`src/qch_pkg.sv`:
```
// Package with payload types, codes and constants of the quality covariate histogram.
`timescale 1ns / 1ps
package qch_pkg;

    typedef struct packed {
        logic              mode;
        logic [7:0]        base_char;
        logic signed [7:0] quality;
        logic [9:0]        cycle;
        logic signed [7:0] dinuc_code;
        logic [7:0]        matched;
        logic [1:0]        table_select;
        logic [13:0]       read_index;
    } in_item_t;

    typedef struct packed {
        logic [1:0]  status;
        logic [31:0] bases_count;
        logic [31:0] miss_count;
    } out_item_t;

    localparam logic [1:0] ST_OK      = 2'd0;
    localparam logic [1:0] ST_SKIP    = 2'd1;
    localparam logic [1:0] ST_RANGE   = 2'd2;
    localparam logic [1:0] ST_DINUC   = 2'd3;

    localparam logic [1:0] SEL_TOTAL  = 2'd0;
    localparam logic [1:0] SEL_QUAL   = 2'd1;
    localparam logic [1:0] SEL_QCYC   = 2'd2;
    localparam logic [1:0] SEL_QDIN   = 2'd3;

    localparam logic [1:0] REG_QUAL_BASE  = 2'd0;
    localparam logic [1:0] REG_STAT_FLOOR = 2'd1;
    localparam logic [1:0] REG_CYCLES     = 2'd2;
    localparam logic [1:0] REG_COUNT_N    = 2'd3;

    localparam logic [7:0] CHAR_A = 8'h41;
    localparam logic [7:0] CHAR_C = 8'h43;
    localparam logic [7:0] CHAR_G = 8'h47;
    localparam logic [7:0] CHAR_T = 8'h54;
    localparam logic [7:0] CHAR_N = 8'h4E;

    // Commands from controller to datapath.
    typedef struct packed {
        logic load;     // capture input item and decode
        logic rd;       // read step (unused by the datapath)
        logic wr;       // write back bumped counters
        logic clr;      // clear sweep step
        logic out_load; // capture result
    } dp_cmd_t;

    // Status from datapath to controller.
    typedef struct packed {
        logic clr_done;
    } dp_stat_t;

endpackage

```
`src/qch_ctrl.sv`:
```
// Controller: clear sweep, per-item read/write sequencing and handshakes.
`timescale 1ns / 1ps
module qch_ctrl (
    input  logic              aclk,
    input  logic              aresetn,
    input  logic              s_valid,
    output logic              s_ready,
    output logic              m_valid,
    input  logic              m_ready,
    output qch_pkg::dp_cmd_t  cmd,
    input  qch_pkg::dp_stat_t stat
);
    typedef enum logic [1:0] {S_CLEAR, S_IDLE, S_READ, S_WRITE} state_t;

    state_t state_reg, state_next;
    logic   m_valid_reg, m_valid_next;

    // Output register frees once taken or about to be taken.
    logic out_free;
    assign out_free = !m_valid_reg || m_ready;

    always_comb begin
        state_next   = state_reg;
        m_valid_next = m_valid_reg && !m_ready;
        cmd          = '0;
        s_ready      = 1'b0;
        case (state_reg)
            S_CLEAR: begin
                cmd.clr = 1'b1;
                if (stat.clr_done) begin
                    cmd.clr    = 1'b0;
                    state_next = S_IDLE;
                end
            end
            S_IDLE: begin
                s_ready = 1'b1;
                if (s_valid) begin
                    cmd.load   = 1'b1;
                    state_next = S_READ;
                end
            end
            S_READ: begin
                cmd.rd     = 1'b1;
                state_next = S_WRITE;
            end
            S_WRITE: begin
                if (out_free) begin
                    cmd.wr       = 1'b1;
                    cmd.out_load = 1'b1;
                    m_valid_next = 1'b1;
                    state_next   = S_IDLE;
                end
            end
            default: state_next = S_IDLE;
        endcase
    end

    always_ff @(posedge aclk) begin
        if (!aresetn) begin
            state_reg   <= S_CLEAR;
            m_valid_reg <= 1'b0;
        end else begin
            state_reg   <= state_next;
            m_valid_reg <= m_valid_next;
        end
    end

    assign m_valid = m_valid_reg;
endmodule

```
`config.mk`:
```
export PLATFORM = sky130hd
export DESIGN_NAME = qch_ctrl
export DESIGN_NICKNAME = d
export VERILOG_FILES = /design/src/qch_pkg.sv /design/src/qch_ctrl.sv
export SDC_FILE = /design/constraint.sdc
export NUM_CORES = 1
export LEC_CHECK = 0
export ABC_AREA = 0
export BUFFER_PORTS_ARGS = -buffer_cell sky130_fd_sc_hd__buf_4
export CAP_MARGIN = 20
export CORE_AREA = 2 2 39 41
export CTS_BUF_LIST = sky130_fd_sc_hd__clkbuf_8
export DETAILED_ROUTE_END_ITERATION = 16
export DIE_AREA = 0 0 41 43
export GPL_TIMING_DRIVEN = 0
export PLACE_DENSITY = 0.52
export SLEW_MARGIN = 20
export SYNTH_ARGS = -nofsm -noshare
export SYNTH_HDL_FRONTEND = slang
export SYNTH_SLANG_ARGS = --single-unit
```
`constraint.sdc`:
```
create_clock -name aclk -period 1.7 [get_ports aclk]
set_input_delay 0.34 -clock aclk [delete_from_list [all_inputs] [get_ports aclk]]
set_output_delay 0.34 -clock aclk [all_outputs]
set_load 0.05 [all_outputs]
```
Word-level counts from Yosys, hierarchy flattened. Cells that the tools add are included.

Multiplexer cells: 14. Reduce and logical (&&, ||, !) cells: 6. Eq/ne operators: 6.

Operator list (number): $mux W1 (10); $pmux W2 S4 (1); $mux W2 (3); $ne A2 B2 Y1 const B (3); $eq A2 B2 Y1 const B (2); $reduce_and A3 Y1 (1); $eq A2 B1 Y1 const B (1); $logic_not A1 Y1 (2); $logic_not A2 Y1 (1); $logic_and A1 B1 Y1 (1); $logic_or A1 B1 Y1 (1).

Logic and storage cells: 28. Input bits: 5. Output and inout port bits: 7. Register bits after elaboration: 3.

Logic depth before layout (Yosys ltp). Gate-level depths: netlist of run 1.

Depth in word-level cells: 4. Depth in mapped cells: 5. Depth with buffers taken out: 5.

Least setup slack after synthesis of run 1. No wires, ideal clock.

Kind: flip-flop to output port. Start: register m_valid_reg (netlist: m_valid). End: output cmd[2] (netlist bit). Cell stages (with the launch flop): 4. Path slack: -380 ps. Data required time: 1360 ps. Buffers on the path: 1. Data arrival time: 1740 ps. Path through: dfxtp_1 nor2b_4 nor2b_1 buf_4.

RTL lines: from (decl) (RTL line qch_ctrl.sv:16) `logic m_valid_reg, m_valid_next;`; from (signal assigned) (RTL line qch_ctrl.sv:64) `m_valid_reg <= m_valid_next;`; to (decl) (RTL line qch_ctrl.sv:10) `output qch_pkg::dp_cmd_t cmd,`.

==> metrics.md, run 1 <==
| Metric | Value |
|---|---|
| Clock Tree Buf Depth | 2 |
| Die H | 43 um |
| Crit path from | state_reg[0] |
| Die area | 0.00176 sq mm |
| Post-route cell area | 414 sq um |
| Synth top cells by count | 5 x ha_1, 3 x dfxtp_1, 3 x nand2_1 |
| PD cells | 1750 mW/mm^2 |
| Routability cong. | 0.686 |
| CP endpoint kind | primary output |
| Synth-to-Final Area Change | 63.1% |
| Core area | 0.00138 sq mm |
| Initial antenna violation count | 0 |
| Setup violations, final | 0 |
| Post-Synth XOR/XNOR Area | 0% |
| Number of global-route vias before repair | 189 |
| Initial DRC count | 5 |
| Post-DR wirelength/cell | 8.51 um |
| Maximum number of pins on one net before global-route repair | 6 |
| Area contributors post-synth | ha_1 25%, dfxtp_1 24%, nor2b_4 11% |
| Top Ports | 12 |
| Drt first pass iters | 4 |
| Layout Nets | 50 |
| Ant. Diodes | 0 |
| Post-synthesis mux area share | 7.88% |
| # rows | 14 |
| Register area share after synthesis | 23.6% |
| Clk sinks | 3 |
| Global-route wire length before repair | 800 um |
| Dpl ws | 0.233 ns |
| Yosys cell types | 13 |
| Synthesized area per cell | 10.6 sq um |
| Setup TNS | 0 ns |
| Most frequent CP cell | buf_4 |
| Worst R2R End | state_reg[1] |
| Status | complete, no violations |
| Synth Area in Adders | 24.6% |
| Post-Syn Instances | 24 |
| WP data arrival | 1.24 ns |
| Yosys warnings | 0 |
| Setup Skew | 0.000156 ns |
| EDFF count, synth | 0 |
| CTS Buf Count | 3 |
| Worst-Margin Slew | 0.253 ns |
| Clock transition at path regs | 0.03 ns |
| Ys flop type | dfxtp_1 |
| Synthesized area | 254 sq um |
| Max transition margin | 83.1% |
| Final Hold Fails | 0 |
| VDD IR max | 0.000633 V |
| Slowest Stage Delay on Critical Path | 0.36 ns |
| CTS tree | yes |
| DRC | 0 |
| Largest register FFs | 2 |
| GRT Util Overall | 7.02% |
| Post-synth net total | 34 |
| Worst path cell trace | ha_2 -> nor2b_4 -> buf_4 -> buf_4 |
| Synth Register Bits | 3 |
| Final worst path period share | 93.1% |
| Final worst slack | 0.118 ns |
| Worst-Skew Late Latency | 0.21 ns |
| Cts hold-fix bufs | 0 |
| P_leak | 0.205 nW |
| Most common cell in the synthesized netlist | ha_1 |
| GRT overflow | 0 |
| Simple-gate area share of the yosys netlist | 23.2% |
| WL final | 468 um |
| Hold Crit Class | in -> reg |
| DP HPWL | 385 um |
| Worst R2R Path Depth | 5 |
| Synth Area in Compound Gates | 13.3% |
| Final Max Tran Viols | 0 |
| Worst-path fanout max | 5 |
| Top-area cell type share of the netlist area | 24.6% |
| Element type at the critical path start | register |
| Via count | 203 |
| Minimum clock period | 1.58 ns |
| I/O Buffers | 11 |
| Max Cap Viol | 0 |
| Largest family of logic cells by synthesized area | adder cells |
| Critical path data required time | 1.36 ns |
| Ys async rst share | 0% |
| Area post-placement | 364 sq um |
| Dominant cell type by area after synthesis | ha_1 |
| Worst path depth | 4 |
| Reg2reg start | state_reg[0] |
| Fillers | 150 |
| RSZ-0062 raised after global routing | no |
| Chip width | 41 um |
| # H-tree levels | 1 |
| Post-Route Utilization | 29.9% |
| Slowest stage cell, crit path | dfxtp_2 |
| Reg-to-reg setup timing slack | 0.42 ns |
| Initial Util | 18.4% |
| CTS Root Cell | clkbuf_8 |
| Fmax | 632 MHz |
| Vias per cell | 3.69 |
| Setup Fix Bufs, Post-CTS | 0 |
| CP delay by family, top | flip-flops |
| Crit path buf inv count | 2 |
| Layout cells sized above 1 | 61.5% |
| Post-DRT Antenna Nets | 0 |
| CP Class | reg -> out |
| Worst setup endpoint | cmd[2] |
==> timing repair <==
item | 4_1_cts | 5_1_grt
setup endpoints to repair | 1 | 2
endpoints found under the hold margin | 0 | 0
gates resized for setup | 1 | 2
gates cloned | 0 | 0
==> where the power goes <==
part           switching [mW]  internal, mW  total (mW)  leakage, nW
clock                  0.0449         0.154       0.198       0.0269
combinational           0.244         0.158       0.402        0.153
sequential             0.0264        0.0970       0.123       0.0253
==> area by class of cell <==
class	instances	area [sq um]	area share (%)
Multi-Input combinational cell	17	185	44.7
Timing Repair Buffer	11	82.6	19.9
Sequential cell	3	62.6	15.1
Clock buffer	3	41.3	9.97
Tap cell	16	20.0	4.83
Inverter	3	11.3	2.72
Buffer	1	7.51	1.81
Clock inverter	1	3.75	0.906
==> through the flow <==
| stage | power [mW] | hold WS [ns] | std cells |
|---|---|---|---|
| final | 0.724 | 0.364 | 55 |
| after floorplan | 0.430 | 0.458 | 24 |
| after global placement | 0.525 | 0.504 | 51 |
| after detailed placement | 0.529 | 0.517 | 51 |
| after global routing | 0.779 | 0.382 | 55 |
| after CTS | 0.735 | 0.363 | 55 |
==> layout by cell type (no fill, tap or decap) <==
cell,synthesis,layout
buf_4,1,12
nand2_1,3,3
inv_2,1,1
dfxtp_1,3,1
inv_1,2,3
clkbuf_8,0,3
ha_1,5,4
ha_2,0,1
o21a_1,1,1
nor2b_4,2,3
a221oi_4,1,1
dfxtp_2,0,2
and2_2,1,1
mux2i_1,2,2
nand2b_1,1,1
==> metal layers <==
layer / track usage (%) / part of all wire (%) / vias to the layer above / routed length (um)
li1: - / - / 104 / -
met1: 8.97 / 44 / 87 / 207
met2: 8.44 / 40 / 12 / 189
met3: 6.28 / 15 / 0 / 71
met4: 2.00 / 0 / 0 / 0
met5: 0 / 0 / - / 0
==> worst min path at each step <==
stage	startpoint	end	slack [ns]	cells past startpoint
6_report	aresetn	m_valid	0.36	2
5_1_grt	aresetn	m_valid	0.38	2
4_1_cts	aresetn	m_valid	0.36	2
3_5_place_dp	state_reg[1]	state_reg[1]	0.52	2
3_3_place_gp	state_reg[1]	state_reg[1]	0.50	2
2_1_floorplan	aresetn	m_valid	0.46	1
==> kinds of logic after synthesis <==
kind of cell / Yosys count
compound gates: 2
fa+ha+maj: 5
buf+inv: 4
flops: 3
mux: 2
simple gates: 8
(Power assumes the default switching activity.)
==> run 2, diff against run 1 <==
--- a/config.mk
+++ b/config.mk
@@ -5,7 +5,7 @@
 export SDC_FILE = /design/constraint.sdc
 export NUM_CORES = 1
 export LEC_CHECK = 0
-export ABC_AREA = 0
+export ABC_AREA = 1
 export BUFFER_PORTS_ARGS = -buffer_cell sky130_fd_sc_hd__buf_4
 export CAP_MARGIN = 20
 export CORE_AREA = 2 2 39 41
@@ -13,6 +13,7 @@
 export DETAILED_ROUTE_END_ITERATION = 16
 export DIE_AREA = 0 0 41 43
 export GPL_TIMING_DRIVEN = 0
+export HOLD_SLACK_MARGIN = 0.1
 export PLACE_DENSITY = 0.52
 export SLEW_MARGIN = 20
 export SYNTH_ARGS = -nofsm -noshare
==> run 2 against run 1 <==
Cell count grew 22%. Sequential share of layout area down 0.69 points. Global-route usage is 0.30 points lower. Die area did not move. Sequential power grew 4%. Total power increased by 11%. Register-to-register slack better by 0.11 ns. Combinational power is 20% higher. Critical path type unchanged. Critical endpoint unchanged.
==> metrics.md, run 2 <==
| Metric | Value |
|---|---|
| # rows | 14 (unchanged) |
| Final Hold Fails | 0 (unchanged) |
| Setup violations, final | 0 (unchanged) |
| Clock Tree Buf Depth | 2 (unchanged) |
| Most frequent cells in the layout | 12 x buf_4, 11 x inv_1, 5 x ha_1, 4 x nand2_1, 4 x nor2_1 (was 12 x buf_4, 4 x ha_1) |
| CTS Root Cell | clkbuf_8 (unchanged) |
| Most common cell in the synthesized netlist | inv_1 (was ha_1) |
| Routability cong. | 0.711 (was 0.686) |
| Worst path cell trace | ha_1 -> inv_1 -> a21oi_4 -> buf_4 -> buf_4 (was ha_2 -> nor2b_4 -> buf_4 -> buf_4) |
| Post-DRT Antenna Nets | 0 (unchanged) |
| Initial antenna violation count | 0 (unchanged) |
| Dominant cell type by area after synthesis | ha_1 (unchanged) |
| Register area share after synthesis | 23.3% (was 23.6%) |
| Yosys cell types | 13 (unchanged) |
| Layout cells sized above 1 | 39.2% (was 61.5%) |
| CTS tree | yes (unchanged) |
| Die H | 43 um (unchanged) |
| GRT Util Overall | 6.72% (was 7.02%) |
| DP HPWL | 398 um (was 385 um) |
| Yosys warnings | 0 (unchanged) |
| Final worst path period share | 94.9% (was 93.1%) |
| Initial DRC count | 0 (was 5) |
| Global-route wire length before repair | 690 um (was 800 um) |
| Setup Skew | 0.00350 ns (was 0.000156 ns) |
| Synth-to-Final Area Change | 61.7% (was 63.1%) |
| Crit path buf inv count | 3 (was 2) |
| Drt first pass iters | 1 (was 4) |
| Most frequent CP cell | buf_4 (unchanged) |
| Ys flop type | dfxtp_1 (unchanged) |
| Cts hold-fix bufs | 0 (unchanged) |
| Fin Hold WS | 0.378 ns (was 0.364 ns) |
| Clock transition at path regs | 0.03 ns (about the same) |
| RSZ-0062 raised after global routing | no (unchanged) |
| Fmax | 620 MHz (was 632 MHz) |
| Max Cap Viol | 0 (unchanged) |
| DRC | 0 (unchanged) |
| Maximum number of pins on one net before global-route repair | 6 (unchanged) |
| Largest register FFs | 2 (unchanged) |
| CP delay by family, top | flip-flops (unchanged) |
| Final Max Tran Viols | 0 (unchanged) |
| Synth Register Bits | 3 (unchanged) |
| # H-tree levels | 1 (unchanged) |
| Post-CTS resize count | 0 (was 1) |
| Core area | 0.00138 sq mm (unchanged) |
| Cell count after placement | 63 (was 51) |
| Clk sinks | 3 (unchanged) |
| CTS Buf Count | 3 (unchanged) |
| P_leak | 0.249 nW (was 0.205 nW) |
| CP Class | reg -> out (unchanged) |
| Top Ports | 12 (unchanged) |
| Synth top cells by count | 10 x inv_1, 5 x ha_1, 4 x nand2_1, 4 x nor2_1, 3 x dfxtp_1 (was 5 x ha_1, 3 x dfxtp_1, 3 x nand2_1) |
| Area contributors post-synth | ha_1 24%, dfxtp_1 23%, inv_1 15% (was ha_1 25%, dfxtp_1 24%, nor2b_4 11%) |
| Hold Crit Class | in -> reg (unchanged) |
| WL final | 473 um (was 468 um) |
| Status | complete, no violations (unchanged) |
| Initial Util | 18.6% (was 18.4%) |
| Vias per cell | 3.69 (about the same) |
| Top-area cell type share of the netlist area | 24.3% (was 24.6%) |
| Post-Syn Instances | 36 (was 24) |
| Synthesized area per cell | 7.16 sq um (was 10.6 sq um) |
| Layout Nets | 62 (was 50) |
| Final worst slack | 0.0869 ns (was 0.118 ns) |
| Ys async rst share | 0% (unchanged) |
| Element type at the critical path start | register (unchanged) |
| Minimum clock period | 1.61 ns (was 1.58 ns) |
| Slowest Stage Delay on Critical Path | 0.39 ns (was 0.36 ns) |
| Worst-path fanout max | 5 (unchanged) |
| VDD IR max | 0.000710 V (was 0.000633 V) |
| Post-synth net total | 46 (was 34) |
| Non-filler cells in the finished layout | 67 (was 55) |
| Chip width | 41 um (unchanged) |
| GRT overflow | 0 (unchanged) |
| Synthesized area | 258 sq um (was 254 sq um) |
| Critical path data required time | 1.36 ns (about the same) |
| Die area | 0.00176 sq mm (unchanged) |
| Setup Fix Bufs, Post-CTS | 0 (unchanged) |
| Dpl ws | 0.285 ns (was 0.233 ns) |
| Commonest non-fill, non-tap cell in the layout | buf_4 (unchanged) |
| Ant. Diodes | 0 (unchanged) |
| Via count | 247 (was 203) |
| I/O Buffers | 11 (unchanged) |
| Post-DR wirelength/cell | 7.06 um (was 8.51 um) |
| WP data arrival | 1.27 ns (was 1.24 ns) |
| Setup TNS | 0 ns (unchanged) |
| CP endpoint kind | primary output (unchanged) |
| Worst-Skew Late Latency | 0.21 ns (about the same) |
| PD cells | 1930 mW/mm^2 (was 1750 mW/mm^2) |
| EDFF count, synth | 0 (unchanged) |
| Worst-Margin Slew | 0.194 ns (was 0.253 ns) |
| Slowest stage cell, crit path | dfxtp_1 (was dfxtp_2) |
| Number of global-route vias before repair | 192 (was 189) |
| Max transition margin | 87.1% (was 83.1%) |
run 2: cell types whose count changed after synthesis, moves of 2 or more:
cell | before | now
inv_1 | 2 | 10
mux2i_1 | 2 | 0
nand2_2 | 0 | 2
nand4_1 | 0 | 2
nor2_1 | 0 | 4
nor2b_4 | 2 | 0
run 2: kinds of logic (layout without fill, tap and decap cells):
| group | Yosys count | after routing | share of synthesized area, % |
|---|---|---|---|
| AND/OR/NAND/NOR | 15 | 15 | 30.1 |
| flip-flops | 3 | 3 | 23.3 |
| adder cells (fa/ha/maj) | 5 | 5 | 24.3 |
| AO/OA/AOI/OAI | 2 | 2 | 4.85 |
| buffers and inverters | 11 | 26 | 17.5 |
run 2: layout make-up:
type	count	area, sq um
fill	148	967
buffer	1	7.51
tap	16	20.0
inverter	10	37.5
timing repair buffer	11	82.6
clock buffer	3	41.3
sequential	3	60.1
clock inverter	1	3.75
multi-input combinational	22	164
run 2: path summary, 6_finish.rpt:
path / slack (ns) / end / depth (start not counted) / startpoint
worst max-delay path: 0.09 / cmd[2] / 5 / state_reg[0]
worst min-delay path: 0.38 / state_reg[0] / 3 / aresetn
worst max register to register: 0.53 / state_reg[1] / 7 / state_reg[1]
worst min register to register: 0.53 / state_reg[1] / 2 / state_reg[1]
run 2: worst min-delay path: stages:
cell and delay, ns:
buf_4 0.09, nand2_1 0.05, nor2_1 0.07
run 2: metal layers:
metal,part of all wire [%],global-route usage (%),up-vias
li1,-,-,134
met1,40,5.45,99
met2,41,9.06,14
met3,18,9.42,0
met4,0,2.00,0
met5,0,0,-
run 2: where the power goes:
group	switching, mW	leakage (nW)	internal [mW]	total [mW]
registers	0.0303	0.0248	0.0974	0.128
logic	0.320	0.197	0.161	0.481
clock network	0.0433	0.0269	0.153	0.197
run 2: through the flow:
step,area (sq um),total power [mW],utilization [%]
floorplan,269,0.507,-
finish,417,0.805,30.1
detailed placement,372,0.617,26.9
global placement,372,0.614,26.9
global route,417,0.874,30.1
CTS,417,0.823,30.1
==> run 3, diff against run 2 <==
--- a/config.mk
+++ b/config.mk
@@ -15,7 +15,8 @@
 export GPL_TIMING_DRIVEN = 0
 export HOLD_SLACK_MARGIN = 0.1
 export PLACE_DENSITY = 0.52
-export SLEW_MARGIN = 20
+export SETUP_SLACK_MARGIN = 0.4
+export SLEW_MARGIN = 10
 export SYNTH_ARGS = -nofsm -noshare
 export SYNTH_HDL_FRONTEND = slang
 export SYNTH_SLANG_ARGS = --single-unit
==> run 3 against run 2 <==
Die area did not move. Maximum frequency rose by 9.8%. Register-to-register slack is essentially flat. Hold slack better by 0.0060 ns. Cell count increased by 7.5%. Global-route usage down 0.30 points. Total power grew 30%. Sequential power grew 23%. Clock-buffer cell count unchanged. Critical path depth down 1. Via count is 11% higher. Non-clock buffer count increased by 5. Largest cell class unchanged. Largest power group unchanged.
==> metrics.md, run 3 (same netlist as run 2, synthesis figures left out) <==
| Metric | Value |
|---|---|
| Number of global-route vias before repair | 207 (was 192) |
| Grt met3 use | 6.28% (was 9.42%) |
| Setup TNS | 0 ns (unchanged) |
| WL final | 522 um (was 473 um) |
| CTS Root Cell | clkbuf_8 (unchanged) |
| Max transition margin | 90.7% (was 87.1%) |
| PD cells | 1900 mW/mm^2 (was 1930 mW/mm^2) |
| DRC | 0 (unchanged) |
| Final Max Tran Viols | 0 (unchanged) |
| Clk sinks | 3 (unchanged) |
| Fmax | 681 MHz (was 620 MHz) |
| CTS Buf Count | 3 (unchanged) |
| # rows | 14 (unchanged) |
| Largest register FFs | 2 (unchanged) |
| Max Cap Viol | 0 (unchanged) |
| Top Ports | 12 (unchanged) |
| Commonest non-fill, non-tap cell in the layout | buf_4 (unchanged) |
| Die H | 43 um (unchanged) |
| Layout Nets | 67 (was 62) |
| Met2 Use GR | 9.06% (unchanged) |
| Initial DRC count | 2 (was 0) |
| Synth-to-Final Area Change | 114% (was 61.7%) |
| P_leak | 0.274 nW (was 0.249 nW) |
| Clock Tree Buf Depth | 2 (unchanged) |
| Final Power | 1.05 mW (was 805 uW) |
| Cts hold-fix bufs | 0 (unchanged) |
| GRT met1 Usage | 6.41% (was 5.45%) |
| Setup Skew | 0.00288 ns (was 0.00350 ns) |
| Hold_sp | aresetn (unchanged) |
| GRT Util Overall | 6.42% (was 6.72%) |
| Final worst path period share | 86.4% (was 94.9%) |
| WP data arrival | 1.13 ns (was 1.27 ns) |
| Core area | 0.00138 sq mm (unchanged) |
| Maximum number of pins on one net before global-route repair | 5 (was 6) |
| Post-route cell area | 552 sq um (was 417 sq um) |
| DP HPWL | 423 um (was 398 um) |
| Worst-Skew Late Latency | 0.21 ns (about the same) |
| CTS tree | yes (unchanged) |
| Clock transition at path regs | 0.03 ns (about the same) |
| Initial antenna violation count | 0 (unchanged) |
| Status | complete, no violations (unchanged) |
| CP Class | reg -> out (unchanged) |
| Most frequent cells in the layout | 10 x buf_4, 7 x inv_1, 4 x nor2_1, 4 x buf_8 (was 12 x buf_4, 11 x inv_1, 5 x ha_1, 4 x nand2_1, 4 x nor2_1) |
| Post-Route Utilization | 39.9% (was 30.1%) |
| Area post-placement | 422 sq um (was 372 sq um) |
| Element type at the critical path start | register (unchanged) |
| Routability cong. | 0.669 (was 0.711) |
| Chip width | 41 um (unchanged) |
| I/O Buffers | 11 (unchanged) |
| RSZ-0062 raised after global routing | yes (was no) |
| Final Hold Fails | 0 (unchanged) |
| # H-tree levels | 1 (unchanged) |
| Global-route wire length before repair | 717 um (was 690 um) |
| Die area | 0.00176 sq mm (unchanged) |
| Drt first pass iters | 3 (was 1) |
| Setup violations, final | 0 (unchanged) |
| Crit path from | state_reg[1] (was state_reg[0]) |
| VDD IR max | 0.000628 V (was 0.000710 V) |
| Most used routing layer | met2 (was met3) |
| Hold Crit Class | in -> reg (unchanged) |
| Minimum clock period | 1.47 ns (was 1.61 ns) |
| Reg2reg start | state_reg[0] (was state_reg[1]) |
| Ant. Diodes | 0 (unchanged) |
| GRT overflow | 0 (unchanged) |
| Layout cells sized above 1 | 66.1% (was 39.2%) |
| Worst-Margin Slew | 0.140 ns (was 0.194 ns) |
| Post-DR wirelength/cell | 7.25 um (was 7.06 um) |
| Critical path data required time | 1.36 ns (about the same) |
| Via count | 274 (was 247) |
| Post-DRT Antenna Nets | 0 (unchanged) |
| Cell count after placement | 63 (unchanged) |
| Vias per cell | 3.81 (was 3.69) |
| CP endpoint kind | primary output (unchanged) |
| Initial Util | 18.6% (unchanged) |
| Non-filler cells in the finished layout | 72 (was 67) |
| Worst-path fanout max | 3 (was 5) |
==> run 3: cell types whose count changed in the layout (fill, tap and decap cells not counted), moves of 2 or more <==
cell        previous run  this run
dfxtp_1                3         0
buf_4                 12        10
clkinvlp_4             0         2
ha_2                   0         2
dfxtp_4                0         2
buf_8                  0         4
buf_6                  0         3
inv_1                 11         7
ha_4                   0         2
ha_1                   5         1
==> run 3: worst paths after layout <==
check | slack [ns] | end | cells after the start
setup / recovery | 0.23 | cmd[3] | 4
hold / removal | 0.38 | state_reg[1] | 3
setup reg to reg | 0.52 | state_reg[0] | 8
hold reg to reg | 0.50 | m_valid | 2
==> run 3: critical path: stages (launching register included) <==
cell and delay [ns]:
dfxtp_4 0.35, buf_4 0.13, buf_4 0.13, ha_2 0.16, buf_6 0.15
==> run 3: per-stage QoR <==
step / setup WS (ns) / hold WS (ns)
after global placement: 0.387 / 0.500
after detailed placement: 0.387 / 0.502
final: 0.231 / 0.384
after floorplan: 0.282 / 0.452
after global routing: 0.188 / 0.398
after CTS: 0.223 / 0.385
==> run 3: report_power, final <==
part           switching [mW]  internal, mW
clock                  0.0414         0.153
sequential             0.0449         0.112
combinational           0.381         0.316
total                   0.468         0.581
==> run 3: layer usage <==
layer	part of all wire, %	vias up
li1	-	147
met1	36	119
met2	52	8
met3	11	0
met4	0	0
met5	0	-
==> run 3: repair_timing <==
item,in CTS,in global routing
gates resized for setup,11,2
pin swaps,1,2
setup endpoints to repair,6,6
buffers inserted,3,2
==> run 3: area by class of cell <==
type / count / area [sq um]
fill: 141 / 832
multi-input combinational: 22 / 201
timing repair buffer: 16 / 158
sequential: 3 / 68.8
inverter: 10 / 47.5
clock buffer: 3 / 41.3
tap: 16 / 20.0
buffer: 1 / 11.3
clock inverter: 1 / 3.75
